**config.mk**
```make
export PLATFORM = sky130hd
export DESIGN_NAME = scalar_kalman_filter_core_flat
export DESIGN_NICKNAME = d
export VERILOG_FILES = /design/src/rtl/skf_pkg.sv /design/src/rtl/skf_in_if.sv /design/src/rtl/skf_out_if.sv /design/src/rtl/skf_cfg_if.sv /design/src/rtl/skf_serial_div.sv /design/src/rtl/skf_serial_mul.sv /design/src/rtl/scalar_kalman_filter_core.sv /design/src/flat_wrapper.sv
export SDC_FILE = /design/constraint.sdc
export NUM_CORES = 2
export LEC_CHECK = 0
export ABC_AREA = 1
export BUFFER_PORTS_ARGS = -buffer_cell sky130_fd_sc_hd__buf_4
export CAP_MARGIN = 0
export CELL_PAD_IN_SITES_DETAIL_PLACEMENT = 1
export CELL_PAD_IN_SITES_GLOBAL_PLACEMENT = 2
export CORE_MARGIN = 2
export CORE_UTILIZATION = 36
export CTS_BUF_LIST = sky130_fd_sc_hd__clkbuf_8 sky130_fd_sc_hd__clkbuf_16
export CTS_CLUSTER_SIZE = 10
export DETAILED_ROUTE_END_ITERATION = 10
export PLACE_DENSITY_LB_ADDON = 0.3
export SLEW_MARGIN = 40
export SYNTH_ARGS = -nofsm -noshare
export SYNTH_HDL_FRONTEND = slang
export SYNTH_SLANG_ARGS = --single-unit
```
**constraint.sdc**
```tcl
create_clock -name clk -period 8 [get_ports clk]
set_input_delay 0.8 -clock clk [delete_from_list [all_inputs] [get_ports clk]]
set_output_delay 0.8 -clock clk [all_outputs]
set_load 0.005 [all_outputs]
```
**src/rtl/skf_pkg.sv**
```systemverilog
`default_nettype none
// ----------------------------------------------------------------------------
// skf_pkg: shared types and constants of the scalar Kalman filter
// Field widths, configuration register indexes, reset values and the status
// record that the serial arithmetic units return.
// ----------------------------------------------------------------------------
package skf_pkg;

  // Widths of the external fields.
  localparam int FIELD_W     = 32;
  localparam int NOISE_W     = 31;
  localparam int CFG_INDEX_W = 2;

  typedef logic signed [FIELD_W-1:0] word_t;
  typedef logic        [NOISE_W-1:0] noise_t;

  // Configuration register indexes.
  typedef enum logic [CFG_INDEX_W-1:0] {
    REG_PROCESS_NOISE      = 2'd0,
    REG_MEASUREMENT_NOISE  = 2'd1,
    REG_INITIAL_ESTIMATE   = 2'd2,
    REG_INITIAL_COVARIANCE = 2'd3
  } cfg_index_t;

  // Reset values of the configuration registers (noise UQ15.16, initial values Q16.16).
  localparam noise_t RST_PROCESS_NOISE      = 31'd6554;
  localparam noise_t RST_MEASUREMENT_NOISE  = 31'd6554;
  localparam word_t  RST_INITIAL_ESTIMATE   = 32'sd327680;
  localparam word_t  RST_INITIAL_COVARIANCE = -32'sd13107;

  // Status returned by a serial divider or multiplier.
  typedef struct packed {
    logic done;
    logic sat;
  } unit_status_t;

endpackage
`default_nettype wire

```
**src/rtl/skf_in_if.sv**
```systemverilog
`default_nettype none
// ----------------------------------------------------------------------------
// skf_in_if: measurement channel
// Carries one measurement item with its reload flag under valid/ready.
// ----------------------------------------------------------------------------
interface skf_in_if;
  import skf_pkg::*;

  logic  valid;
  logic  ready;
  word_t measurement;
  logic  reload;

  modport source (output valid, output measurement, output reload, input ready);
  modport sink   (input valid, input measurement, input reload, output ready);
endinterface
`default_nettype wire

```
**src/rtl/skf_out_if.sv**
```systemverilog
`default_nettype none
// ----------------------------------------------------------------------------
// skf_out_if: result channel
// Carries one filter result item per measurement under valid/ready.
// ----------------------------------------------------------------------------
interface skf_out_if;
  import skf_pkg::*;

  logic  valid;
  logic  ready;
  word_t estimate;
  word_t gain;
  word_t error_cov;
  logic  step_error;
  logic  any_error;

  modport source (output valid, output estimate, output gain, output error_cov,
                  output step_error, output any_error, input ready);
  modport sink   (input valid, input estimate, input gain, input error_cov,
                  input step_error, input any_error, output ready);
endinterface
`default_nettype wire

```
**src/rtl/skf_cfg_if.sv**
```systemverilog
`default_nettype none
// ----------------------------------------------------------------------------
// skf_cfg_if: configuration write channel
// Carries a register index and write data under valid/ready.
// ----------------------------------------------------------------------------
interface skf_cfg_if;
  import skf_pkg::*;

  logic       valid;
  logic       ready;
  cfg_index_t index;
  word_t      data;

  modport source (output valid, output index, output data, input ready);
  modport sink   (input valid, input index, input data, output ready);
endinterface
`default_nettype wire

```
**src/rtl/skf_serial_div.sv**
```systemverilog
`default_nettype none
// ----------------------------------------------------------------------------
// skf_serial_div: bit-serial fixed-point divider
// Computes (num << FB) / den on magnitudes, one quotient bit per cycle by
// restoring division, then applies the sign and saturates to NW bits.
// ----------------------------------------------------------------------------
module skf_serial_div #(
  parameter int NW = 32,
  parameter int DW = 34,
  parameter int FB = 16
) (
  input  wire logic                   clk,
  input  wire logic                   rst,
  input  wire logic                   start,
  input  wire logic signed [NW-1:0]   num,
  input  wire logic signed [DW-1:0]   den,
  output logic signed [NW-1:0]        quot,
  output skf_pkg::unit_status_t       status
);
  import skf_pkg::*;

  localparam int NB = NW + FB;
  localparam int CW = $clog2(NB + 1);

  typedef enum logic [1:0] {D_IDLE, D_RUN, D_FIN} div_state_t;

  div_state_t     state;
  logic [CW-1:0]  cnt;
  logic           neg;
  logic [NB-1:0]  dvd;
  logic [DW-1:0]  dsr;
  logic [DW-1:0]  rem;
  logic [NB-1:0]  qt;

  logic [NW-1:0]  num_u;
  logic [DW-1:0]  den_u;
  logic [NW-1:0]  num_mag;
  logic [DW-1:0]  den_mag;
  logic [DW:0]    rem_sh;
  logic [DW+1:0]  diff;
  logic           ge;
  logic [DW-1:0]  rem_next;
  logic           hi_nz;
  logic           exact_min;
  logic           q_sat;
  logic [NW-1:0]  q_mag;
  logic [NW-1:0]  q_word;

  // Operand magnitudes taken at start.
  always_comb begin
    num_u   = num;
    den_u   = den;
    num_mag = num_u[NW-1] ? (~num_u + NW'(1)) : num_u;
    den_mag = den_u[DW-1] ? (~den_u + DW'(1)) : den_u;
  end

  // One restoring step: shift in the next dividend bit, subtract if it fits.
  always_comb begin
    rem_sh   = {rem, dvd[NB-1]};
    diff     = {1'b0, rem_sh} - {2'b00, dsr};
    ge       = ~diff[DW+1];
    rem_next = ge ? diff[DW-1:0] : rem_sh[DW-1:0];
  end

  // Sign and saturation of the finished quotient.
  always_comb begin
    hi_nz     = |qt[NB-1:NW-1];
    exact_min = qt[NW-1] && !(|qt[NB-1:NW]) && !(|qt[NW-2:0]);
    q_sat     = hi_nz && !(neg && exact_min);
    q_mag     = qt[NW-1:0];
    if (q_sat) begin
      q_word = neg ? {1'b1, {(NW-1){1'b0}}} : {1'b0, {(NW-1){1'b1}}};
    end else begin
      q_word = neg ? (~q_mag + NW'(1)) : q_mag;
    end
  end

  // Sequencer and datapath registers.
  always_ff @(posedge clk) begin
    if (rst) begin
      state       <= D_IDLE;
      status.done <= 1'b0;
      status.sat  <= 1'b0;
      cnt         <= '0;
    end else begin
      status.done <= (state == D_FIN);
      case (state)
        D_IDLE: begin
          if (start) begin
            neg   <= num[NW-1] ^ den[DW-1];
            dvd   <= {num_mag, {FB{1'b0}}};
            dsr   <= den_mag;
            rem   <= '0;
            qt    <= '0;
            cnt   <= CW'(NB);
            state <= D_RUN;
          end
        end
        D_RUN: begin
          rem <= rem_next;
          dvd <= {dvd[NB-2:0], 1'b0};
          qt  <= {qt[NB-2:0], ge};
          cnt <= cnt - CW'(1);
          if (cnt == CW'(1)) begin
            state <= D_FIN;
          end
        end
        D_FIN: begin
          quot       <= q_word;
          status.sat <= q_sat;
          state      <= D_IDLE;
        end
        default: begin
          state <= D_IDLE;
        end
      endcase
    end
  end

endmodule
`default_nettype wire

```
**src/rtl/skf_serial_mul.sv**
```systemverilog
`default_nettype none
// ----------------------------------------------------------------------------
// skf_serial_mul: bit-serial fixed-point multiplier
// Forms |a| * |b| by shift and add, one multiplier bit per cycle, then drops
// FB fraction bits, applies the sign and saturates to AW bits.
// ----------------------------------------------------------------------------
module skf_serial_mul #(
  parameter int AW = 32,
  parameter int BW = 34,
  parameter int FB = 16
) (
  input  wire logic                   clk,
  input  wire logic                   rst,
  input  wire logic                   start,
  input  wire logic signed [AW-1:0]   a,
  input  wire logic signed [BW-1:0]   b,
  output logic signed [AW-1:0]        prod,
  output skf_pkg::unit_status_t       status
);
  import skf_pkg::*;

  localparam int PW = AW + BW;
  localparam int CW = $clog2(AW + 1);

  typedef enum logic [1:0] {M_IDLE, M_RUN, M_FIN} mul_state_t;

  mul_state_t     state;
  logic [CW-1:0]  cnt;
  logic           neg;
  logic [BW-1:0]  hi;
  logic [AW-1:0]  lo;
  logic [BW-1:0]  mcand;

  logic [AW-1:0]  a_u;
  logic [BW-1:0]  b_u;
  logic [AW-1:0]  a_mag;
  logic [BW-1:0]  b_mag;
  logic [BW:0]    sum;
  logic [PW-1:0]  full;
  logic           hi_nz;
  logic           exact_min;
  logic           p_sat;
  logic [AW-1:0]  p_mag;
  logic [AW-1:0]  p_word;

  // Operand magnitudes taken at start.
  always_comb begin
    a_u   = a;
    b_u   = b;
    a_mag = a_u[AW-1] ? (~a_u + AW'(1)) : a_u;
    b_mag = b_u[BW-1] ? (~b_u + BW'(1)) : b_u;
  end

  // One shift-and-add step on the upper half of the product.
  always_comb begin
    sum = {1'b0, hi} + {1'b0, (lo[0] ? mcand : {BW{1'b0}})};
  end

  // Scaling, sign and saturation of the finished product.
  always_comb begin
    full      = {hi, lo};
    hi_nz     = |full[PW-1:FB+AW-1];
    exact_min = full[FB+AW-1] && !(|full[PW-1:FB+AW]) && !(|full[FB+AW-2:FB]);
    p_sat     = hi_nz && !(neg && exact_min);
    p_mag     = full[FB+AW-1:FB];
    if (p_sat) begin
      p_word = neg ? {1'b1, {(AW-1){1'b0}}} : {1'b0, {(AW-1){1'b1}}};
    end else begin
      p_word = neg ? (~p_mag + AW'(1)) : p_mag;
    end
  end

  // Sequencer and datapath registers.
  always_ff @(posedge clk) begin
    if (rst) begin
      state       <= M_IDLE;
      status.done <= 1'b0;
      status.sat  <= 1'b0;
      cnt         <= '0;
    end else begin
      status.done <= (state == M_FIN);
      case (state)
        M_IDLE: begin
          if (start) begin
            neg   <= a[AW-1] ^ b[BW-1];
            hi    <= '0;
            lo    <= a_mag;
            mcand <= b_mag;
            cnt   <= CW'(AW);
            state <= M_RUN;
          end
        end
        M_RUN: begin
          hi  <= sum[BW:1];
          lo  <= {sum[0], lo[AW-1:1]};
          cnt <= cnt - CW'(1);
          if (cnt == CW'(1)) begin
            state <= M_FIN;
          end
        end
        M_FIN: begin
          prod       <= p_word;
          status.sat <= p_sat;
          state      <= M_IDLE;
        end
        default: begin
          state <= M_IDLE;
        end
      endcase
    end
  end

endmodule
`default_nettype wire

```
**src/rtl/scalar_kalman_filter_core.sv**
```systemverilog
`default_nettype none
// ----------------------------------------------------------------------------
// scalar_kalman_filter_core: one-dimensional Kalman filter, signed fixed point
// Each measurement item runs one predict/update step and yields one result
// item with the new estimate, gain and covariance plus error flags.
// ----------------------------------------------------------------------------
//
//   channel   role    handshake      payload
//   sample    sink    valid/ready    measurement, reload
//   result    source  valid/ready    estimate, gain, error_cov, step_error,
//                                    any_error
//   cfg       sink    valid/ready    index, data (always ready)
//
// Each item runs through the bit-serial divider (one quotient bit per cycle)
// and then the two bit-serial multipliers, which run side by side. A zero
// divisor skips the divider.
// A new item is accepted as soon as the previous one has
// moved into the result register, even while that result waits to be taken.
// Reset is synchronous; it restores the configuration registers and loads
// estimate and covariance from the initial values. A stalled result only
// holds the step once it is finished.
//
module scalar_kalman_filter_core #(
  parameter int FRAC_BITS  = 16,
  parameter int DATA_WIDTH = 32
) (
  input  wire logic clk,
  input  wire logic rst,
  skf_in_if.sink    sample,
  skf_out_if.source result,
  skf_cfg_if.sink   cfg
);
  import skf_pkg::*;

  // Internal width that holds every exact sum without overflow.
  localparam int W  = DATA_WIDTH;
  localparam int XW = ((W > FIELD_W) ? W : FIELD_W) + 2;

  localparam logic signed [XW-1:0] WMAX_X = XW'({(W-1){1'b1}});
  localparam logic signed [XW-1:0] WMIN_X = ~WMAX_X;
  localparam logic signed [W-1:0]  WMAX_W = {1'b0, {(W-1){1'b1}}};
  localparam logic signed [W-1:0]  WMIN_W = {1'b1, {(W-1){1'b0}}};
  localparam logic signed [XW-1:0] ONE_X  = XW'(1) << FRAC_BITS;

  typedef enum logic [3:0] {
    S_IDLE, S_P1, S_DEN, S_DSTART, S_DWAIT, S_OPER, S_MSTART, S_MWAIT,
    S_XUPD, S_DONE
  } core_state_t;

  // Clamp an exact value to the data word.
  function automatic logic signed [W-1:0] clamp_w(input logic signed [XW-1:0] v);
    if (v > WMAX_X) begin
      return WMAX_W;
    end else if (v < WMIN_X) begin
      return WMIN_W;
    end
    return v[W-1:0];
  endfunction

  function automatic logic out_of_range(input logic signed [XW-1:0] v);
    return (v > WMAX_X) || (v < WMIN_X);
  endfunction

  // Configuration registers.
  noise_t q_reg;
  noise_t r_reg;
  word_t  init_est;
  word_t  init_cov;

  // Filter state and per-step registers.
  core_state_t            state;
  logic signed [W-1:0]    est_reg;
  logic signed [W-1:0]    cov_reg;
  logic                   err_latch;
  logic                   step_err;
  word_t                  m_reg;
  logic signed [W-1:0]    p1;
  logic signed [XW-1:0]   den;
  logic signed [W-1:0]    k_reg;
  logic signed [XW-1:0]   b1;
  logic signed [XW-1:0]   b2;
  logic signed [W-1:0]    x_new;

  logic signed [XW-1:0]   p1_sum;
  logic signed [XW-1:0]   den_sum;
  logic signed [XW-1:0]   x_sum;
  logic                   div_start;
  logic                   mul_start;
  logic signed [W-1:0]    div_quot;
  logic signed [W-1:0]    mul1_prod;
  logic signed [W-1:0]    mul2_prod;
  unit_status_t           div_st;
  unit_status_t           mul1_st;
  unit_status_t           mul2_st;

  // Configuration writes; indexes past the list are ignored.
  assign cfg.ready = 1'b1;

  always_ff @(posedge clk) begin
    if (rst) begin
      q_reg    <= RST_PROCESS_NOISE;
      r_reg    <= RST_MEASUREMENT_NOISE;
      init_est <= RST_INITIAL_ESTIMATE;
      init_cov <= RST_INITIAL_COVARIANCE;
    end else if (cfg.valid) begin
      case (cfg.index)
        REG_PROCESS_NOISE:      q_reg    <= cfg.data[NOISE_W-1:0];
        REG_MEASUREMENT_NOISE:  r_reg    <= cfg.data[NOISE_W-1:0];
        REG_INITIAL_ESTIMATE:   init_est <= cfg.data;
        REG_INITIAL_COVARIANCE: init_cov <= cfg.data;
        default: begin
        end
      endcase
    end
  end

  // Exact sums for the predict, divisor and estimate update steps.
  always_comb begin
    p1_sum  = $signed(XW'(cov_reg)) + $signed(XW'(q_reg));
    den_sum = $signed(XW'(p1)) + $signed(XW'(r_reg));
    x_sum   = $signed(XW'(est_reg)) + $signed(XW'(mul1_prod));
  end

  assign div_start    = (state == S_DSTART) && (den != '0);
  assign mul_start    = (state == S_MSTART);
  assign sample.ready = (state == S_IDLE);

  // Gain k = p1 / (p1 + r).
  skf_serial_div #(
    .NW (W),
    .DW (XW),
    .FB (FRAC_BITS)
  ) u_div (
    .clk    (clk),
    .rst    (rst),
    .start  (div_start),
    .num    (p1),
    .den    (den),
    .quot   (div_quot),
    .status (div_st)
  );

  // Correction k * (m - x).
  skf_serial_mul #(
    .AW (W),
    .BW (XW),
    .FB (FRAC_BITS)
  ) u_mul_x (
    .clk    (clk),
    .rst    (rst),
    .start  (mul_start),
    .a      (k_reg),
    .b      (b1),
    .prod   (mul1_prod),
    .status (mul1_st)
  );

  // Covariance p1 * (1 - k).
  skf_serial_mul #(
    .AW (W),
    .BW (XW),
    .FB (FRAC_BITS)
  ) u_mul_p (
    .clk    (clk),
    .rst    (rst),
    .start  (mul_start),
    .a      (p1),
    .b      (b2),
    .prod   (mul2_prod),
    .status (mul2_st)
  );

  // Step sequencer, filter state and result register.
  always_ff @(posedge clk) begin
    if (rst) begin
      state        <= S_IDLE;
      result.valid <= 1'b0;
      est_reg      <= clamp_w(XW'(RST_INITIAL_ESTIMATE));
      cov_reg      <= clamp_w(XW'(RST_INITIAL_COVARIANCE));
      err_latch    <= 1'b0;
      step_err     <= 1'b0;
    end else begin
      // A taken result clears valid unless a new one replaces it below.
      if (result.valid && result.ready && (state != S_DONE)) begin
        result.valid <= 1'b0;
      end
      case (state)
        S_IDLE: begin
          if (sample.valid) begin
            m_reg    <= sample.measurement;
            step_err <= 1'b0;
            if (sample.reload) begin
              est_reg   <= clamp_w(XW'(init_est));
              cov_reg   <= clamp_w(XW'(init_cov));
              err_latch <= 1'b0;
            end
            state <= S_P1;
          end
        end
        S_P1: begin
          p1 <= clamp_w(p1_sum);
          if (out_of_range(p1_sum)) begin
            step_err <= 1'b1;
          end
          state <= S_DEN;
        end
        S_DEN: begin
          den   <= den_sum;
          state <= S_DSTART;
        end
        S_DSTART: begin
          // A zero divisor gives a zero gain and flags the step.
          if (den == '0) begin
            k_reg    <= '0;
            step_err <= 1'b1;
            state    <= S_OPER;
          end else begin
            state <= S_DWAIT;
          end
        end
        S_DWAIT: begin
          if (div_st.done) begin
            k_reg <= div_quot;
            if (div_st.sat) begin
              step_err <= 1'b1;
            end
            state <= S_OPER;
          end
        end
        S_OPER: begin
          b1    <= $signed(XW'(m_reg)) - $signed(XW'(est_reg));
          b2    <= ONE_X - $signed(XW'(k_reg));
          state <= S_MSTART;
        end
        S_MSTART: begin
          state <= S_MWAIT;
        end
        S_MWAIT: begin
          if (mul1_st.done) begin
            if (mul1_st.sat || mul2_st.sat) begin
              step_err <= 1'b1;
            end
            state <= S_XUPD;
          end
        end
        S_XUPD: begin
          x_new <= clamp_w(x_sum);
          if (out_of_range(x_sum)) begin
            step_err <= 1'b1;
          end
          state <= S_DONE;
        end
        S_DONE: begin
          if (!result.valid || result.ready) begin
            result.valid      <= 1'b1;
            result.estimate   <= FIELD_W'(x_new);
            result.gain       <= FIELD_W'(k_reg);
            result.error_cov  <= FIELD_W'(mul2_prod);
            result.step_error <= step_err;
            result.any_error  <= err_latch | step_err;
            est_reg           <= x_new;
            cov_reg           <= mul2_prod;
            err_latch         <= err_latch | step_err;
            state             <= S_IDLE;
          end
        end
        default: begin
          state <= S_IDLE;
        end
      endcase
    end
  end

  // The two multipliers start together and must finish together.
  a_mul_lockstep: assert property (@(posedge clk) disable iff (rst)
    mul1_st.done == mul2_st.done)
    else $error("multipliers finished out of step");

  // A quotient only arrives while the sequencer waits for it.
  a_div_done_wait: assert property (@(posedge clk) disable iff (rst)
    div_st.done |-> (state == S_DWAIT))
    else $error("divider finished outside its wait state");

  // A zero divisor forces a zero gain.
  a_zero_den_gain: assert property (@(posedge clk) disable iff (rst)
    (state == S_DSTART && den == '0) |=> (k_reg == '0))
    else $error("zero divisor did not clear the gain");

  // A flagged step always shows in the sticky flag.
  a_sticky_flag: assert property (@(posedge clk) disable iff (rst)
    (result.valid && result.step_error) |-> result.any_error)
    else $error("step error missing from sticky flag");

endmodule
`default_nettype wire
```
**src/flat_wrapper.sv**
```systemverilog
// flat-port wrapper written by rule: the top's interface ports become plain ports
module scalar_kalman_filter_core_flat import skf_pkg::*;
#(
  parameter int FRAC_BITS  = 16,
  parameter int DATA_WIDTH = 32
)
  (clk, rst, sample_valid, sample_measurement, sample_reload, sample_ready, result_valid, result_estimate, result_gain, result_error_cov, result_step_error, result_any_error, result_ready, cfg_valid, cfg_index, cfg_data, cfg_ready);
  skf_in_if sample_i ();
  skf_out_if result_i ();
  skf_cfg_if cfg_i ();
  input  wire logic clk;
  input  wire logic rst;
  input wire logic [$bits(sample_i.valid)-1:0] sample_valid;
  input wire logic [$bits(sample_i.measurement)-1:0] sample_measurement;
  input wire logic [$bits(sample_i.reload)-1:0] sample_reload;
  output wire logic [$bits(sample_i.ready)-1:0] sample_ready;
  output wire logic [$bits(result_i.valid)-1:0] result_valid;
  output wire logic [$bits(result_i.estimate)-1:0] result_estimate;
  output wire logic [$bits(result_i.gain)-1:0] result_gain;
  output wire logic [$bits(result_i.error_cov)-1:0] result_error_cov;
  output wire logic [$bits(result_i.step_error)-1:0] result_step_error;
  output wire logic [$bits(result_i.any_error)-1:0] result_any_error;
  input wire logic [$bits(result_i.ready)-1:0] result_ready;
  input wire logic [$bits(cfg_i.valid)-1:0] cfg_valid;
  input wire logic [$bits(cfg_i.index)-1:0] cfg_index;
  input wire logic [$bits(cfg_i.data)-1:0] cfg_data;
  output wire logic [$bits(cfg_i.ready)-1:0] cfg_ready;
  assign sample_i.valid = sample_valid;
  assign sample_i.measurement = sample_measurement;
  assign sample_i.reload = sample_reload;
  assign sample_ready = sample_i.ready;
  assign result_valid = result_i.valid;
  assign result_estimate = result_i.estimate;
  assign result_gain = result_i.gain;
  assign result_error_cov = result_i.error_cov;
  assign result_step_error = result_i.step_error;
  assign result_any_error = result_i.any_error;
  assign result_i.ready = result_ready;
  assign cfg_i.valid = cfg_valid;
  assign cfg_i.index = cfg_index;
  assign cfg_i.data = cfg_data;
  assign cfg_ready = cfg_i.ready;
  scalar_kalman_filter_core #(.FRAC_BITS(FRAC_BITS), .DATA_WIDTH(DATA_WIDTH)) u_core (.clk(clk), .rst(rst), .sample(sample_i), .result(result_i), .cfg(cfg_i));
endmodule
```
==> results.txt <==
* Number of endpoints failing setup at the final stage: 0
* Wire length of the first global-routing pass: 290000 um
* Crit-path cells: nand2_1 > inv_1 > ha_1 > inv_1 > fa_1 > nand3b_1 > nand2_1 > a21oi_1 > o21ai_0 > inv_1 > o21ai_0 > nand4_1 > a21oi_1 > nor2_1
- CP Data Required Time: 8.51 ns
* Finished Core Util: 0.410
* Synth area leader: edfxtp_1
- about 170 I/O pins were placed.
- Power per cell area: between 200 and 300 nW/um2
- After the first detailed-routing iteration, the DRC count stood at 3238.
- The number of clock buffers added by TritonCTS is 120.
* Headroom to the max-slew limit: 0.435
- Summed over all failing endpoints, the final setup total negative slack is 0 ns.
- Sequential fraction of design power: 0.388
* Max-cap viol count: 0
- The number of max-slew violations in the final report is 0.
- Area grow syn2layout: 13.1%
- Effective utilization at floorplan: 0.362
* RSZ-0062 raised after global routing: no
- First-pass DRT Iterations: 5
- Vertical die dimension: 398 um
- Destination of the worst register-to-register timing path: u_core.u_mul_p.hi[27]
* Total of hold buffers inserted after clock tree synthesis: 0
- Worst setup startpoint: u_core.u_mul_p.lo[0]
- Max FFs per register: 48
- Count of distinct cell types in the synthesized netlist: 65
* Pleak: between 0.02 and 0.03 uW
- The worst setup path is captured at a register.
- STA classifies the critical path startpoint as a register.
- The number of global-route vias before repair came to approximately 47k.
- The finished layout holds between 8k and 9k standard cells, fillers aside.
* Clock latency on the worst-skew pair: between 0.7 and 0.8 ns
- Clk sinks: ~1000
* Placed insts: about 8.6k
- All-layer global routing usage: 0.239
* Average cell area after synthesis: ~8.6 um2
* Achievable clock frequency: ~280 MHz
- CP max FO: 15
- The final layout contains about 7k nets.
- For this run, the register share of the synthesized area comes to 0.497.
- Top cell family by delay on the critical path: compound AO/OA/AOI/OAI gates
- Vias after detailed routing: approximately 46k
* Worst reg2reg setup slack: between 4 and 5 ns
- Routed wire length: between 150000 and 200000 um
- Fill cells in the final layout number approximately 18k.
- The total area inside the core boundary comes to roughly 150000 um2.
* Length in cells of the worst reg-to-reg path: 14
- Worst Clk Skew: roughly 0.071 ns
* Arrival time worst endpoint: 4.13 ns
* Cell at the root of the clock tree: clkbuf_16
- Final hold viol count: 0
- In this run, synthesis inferred 772 flip-flops with an integrated enable.
* Seq cells post-synth: between 900 and 1k
- Of the total power, the share spent switching nets is 0.383.
* Ys flop type: edfxtp_1
- Once the clock tree was built, the resizer swapped 0 gates to a different size.
- The die is 398 um wide.
- Buffers placed on the I/O ports in this run total 171.
* Fraction of post-synthesis cell area in the top cell type by area: 0.416
- Ranked by instance count, the synthesized netlist is headed by nand2_1 (1388), nor2_1 (844), edfxtp_1 (772).
* Crit share post-route: 0.453
- Final antenna-violating net count: 0
- The initial antenna violation count is 7.
* Clock transition time at the flip-flop clock pins of the worst setup and hold paths: ~0.060 ns
* Share of total power in combinational logic: 0.332
* Largest Register: u_core.u_div.qt
* CTS tree: yes
- Cell with the largest stage delay on the worst path: edfxtp_1
- Result of the run: complete, no violations
- Type of the setup path with the least slack: reg2reg
- The startpoint identified for the worst register-to-register timing path is u_core.u_mul_p.lo[0].
- The Yosys step of the flow raised 0 warnings.
- The share of total power dissipated in the clock network is 0.280.
- After global routing the overflow that remains totals 0.
- Peak VDD IR: between 0.0002 and 0.00025 V
- Worst min-delay path endpoint: u_core.m_reg[18]
- Hold Worst Slack: 0.213 ns
- Maximum cell stage delay along the critical path: 0.66 ns
* Buffer levels on the longest clock path: 3
* Proportion of layout cells with a drive suffix above 1: 0.0687
- The tightest min-delay check is of the in2reg type.
- Yosys instantiated no cell more often than nand2_1.
- Cell types with the largest area share after synthesis: edfxtp_1 (42%), nand2_1 (9.3%), dfxtp_1 (8.1%), nor2_1 (5.7%), ha_1 (5.4%)
- For the pin with the worst max-slew slack, the measured transition is approximately 0.85 ns.
- The internal power of the cells totals roughly 11000 uW.
- Clock H-tree levels: 3
- HPWL after detailed placement: 146000 um
- The routed design could run at a clock period as short as between 3 and 4 ns.
- Number of buffer and inverter stages on the critical path: 3
* Per-cell via count in the routed design: around 5.2
- Post-CTS setup buffer count: 0
- For this design the total switching power over the nets is 7060 uW.
- Startpoint of the lowest-slack hold path: sample_measurement[18]
- Wire length per cell: around 22 um
* Cell count after synthesis: around 6.5k
- After synthesis the cells add up to 55800 um2.
- At the end of routability-driven placement, the weighted congestion stood at ~0.9.
* Hold path cells: 1
- By instance count, the cell type seen most on the critical path is inv_1.
* Fraction of synthesis flops using an asynchronous set or reset pin: 0
* Floorplan die area: roughly 160000 um2
* Post-route DRC: 0
- In this run the core area contains between 100 and 150 standard-cell rows.
- Entering global routing, the biggest net connects approximately 120 pins.
## cell families after synthesis
| logic type | Yosys count | synth area share |
|---|---|---|
| xor+xnor | 376 | 0.0590 |
| compound gates | 1228 | 0.122 |
| other cells | 2 | 0.000135 |
| simple gates | 2725 | 0.200 |
| flops | 998 | 0.497 |
| fa+ha+maj | 249 | 0.0568 |
| buf+inv | 941 | 0.0654 |
## cell type report
class | instances | area, um2 | share of cell area
inverter | 757 | 2850 | 0.0452
antenna | 2 | 5.00 | 0.0000793
timing repair buffer | 218 | 1720 | 0.0272
clock inverter | 80 | 537 | 0.00850
clock buffer | 130 | 3140 | 0.0498
sequential | 998 | 27700 | 0.439
multi-input combinational | 4582 | 24600 | 0.390
tap | 2044 | 2560 | 0.0405
## how the worst max path moves through the flow
stage | to | slack, ns | cells past startpoint
final | u_core.u_mul_p.hi[27] | 4.38 | 14
after global routing | u_core.u_mul_p.hi[27] | 3.97 | 14
after CTS | u_core.u_mul_p.hi[27] | 4.39 | 14
after detailed placement | u_core.u_mul_p.hi[27] | 4.34 | 14
after global placement | u_core.u_mul_p.hi[27] | 4.02 | 14
after floorplan | u_core.u_div.dvd[16] | 1.35 | 11
## layer usage
layer  vias up  global-route usage  wire, um
met5         -                   0         0
met3       202              0.0278      8700
li1      22200                   -         -
met4         0              0.0502      3890
met1     22600               0.341     90900
met2       942               0.390     88000
## worst reg2reg max path, delay by kind of cell (launching register included)
family / cells / cell delay (ns)
compound gates: 4 / 1.28
flops: 1 / 0.66
simple gates: 5 / 0.64
fa+ha+maj: 2 / 0.57
buf+inv: 3 / 0.28
## power by group through the flow
stage / clock, uW / sequential (uW) / combinational (uW)
finish: 5170 / 7160 / 6110
global route: 5470 / 7200 / 6860
global placement: 0 / 7240 / 5980
detailed placement: 0 / 7250 / 6100
floorplan: 0 / 6970 / 4290
CTS: 5300 / 7150 / 6130
## metrics by stage
step | power, uW | area (um2) | worst slack [ns]
detailed placement | 13300 | 59400 | 4.34
global placement | 13200 | 59300 | 4.02
finish | 18400 | 63100 | 4.38
floorplan | 11300 | 55800 | 1.35
global route | 19500 | 63100 | 3.97
CTS | 18600 | 63100 | 4.39
## cells in the final DEF, fill, tap and decap left out, types with 14 or more instances in the layout
cell and instances:
nor2_1 830, o21bai_1 28, xnor2_1 106, o21a_1 26, edfxtp_1 772, nor4_1 43
inv_1 787, nand2_1 1387, nand3_1 216, a21boi_0 14, nand4_1 63, a21oi_1 415
a21o_1 32, inv_2 15, clkbuf_16 121, o311ai_1 22, dfxtp_1 226, o31ai_1 19
or2_2 15, o21ai_1 44, ha_1 242, a31oi_1 89, o21ai_0 492, nor3_2 15
buf_4 204, xor2_1 270, nor3_1 94
Power figures use the tool's default switching activity.
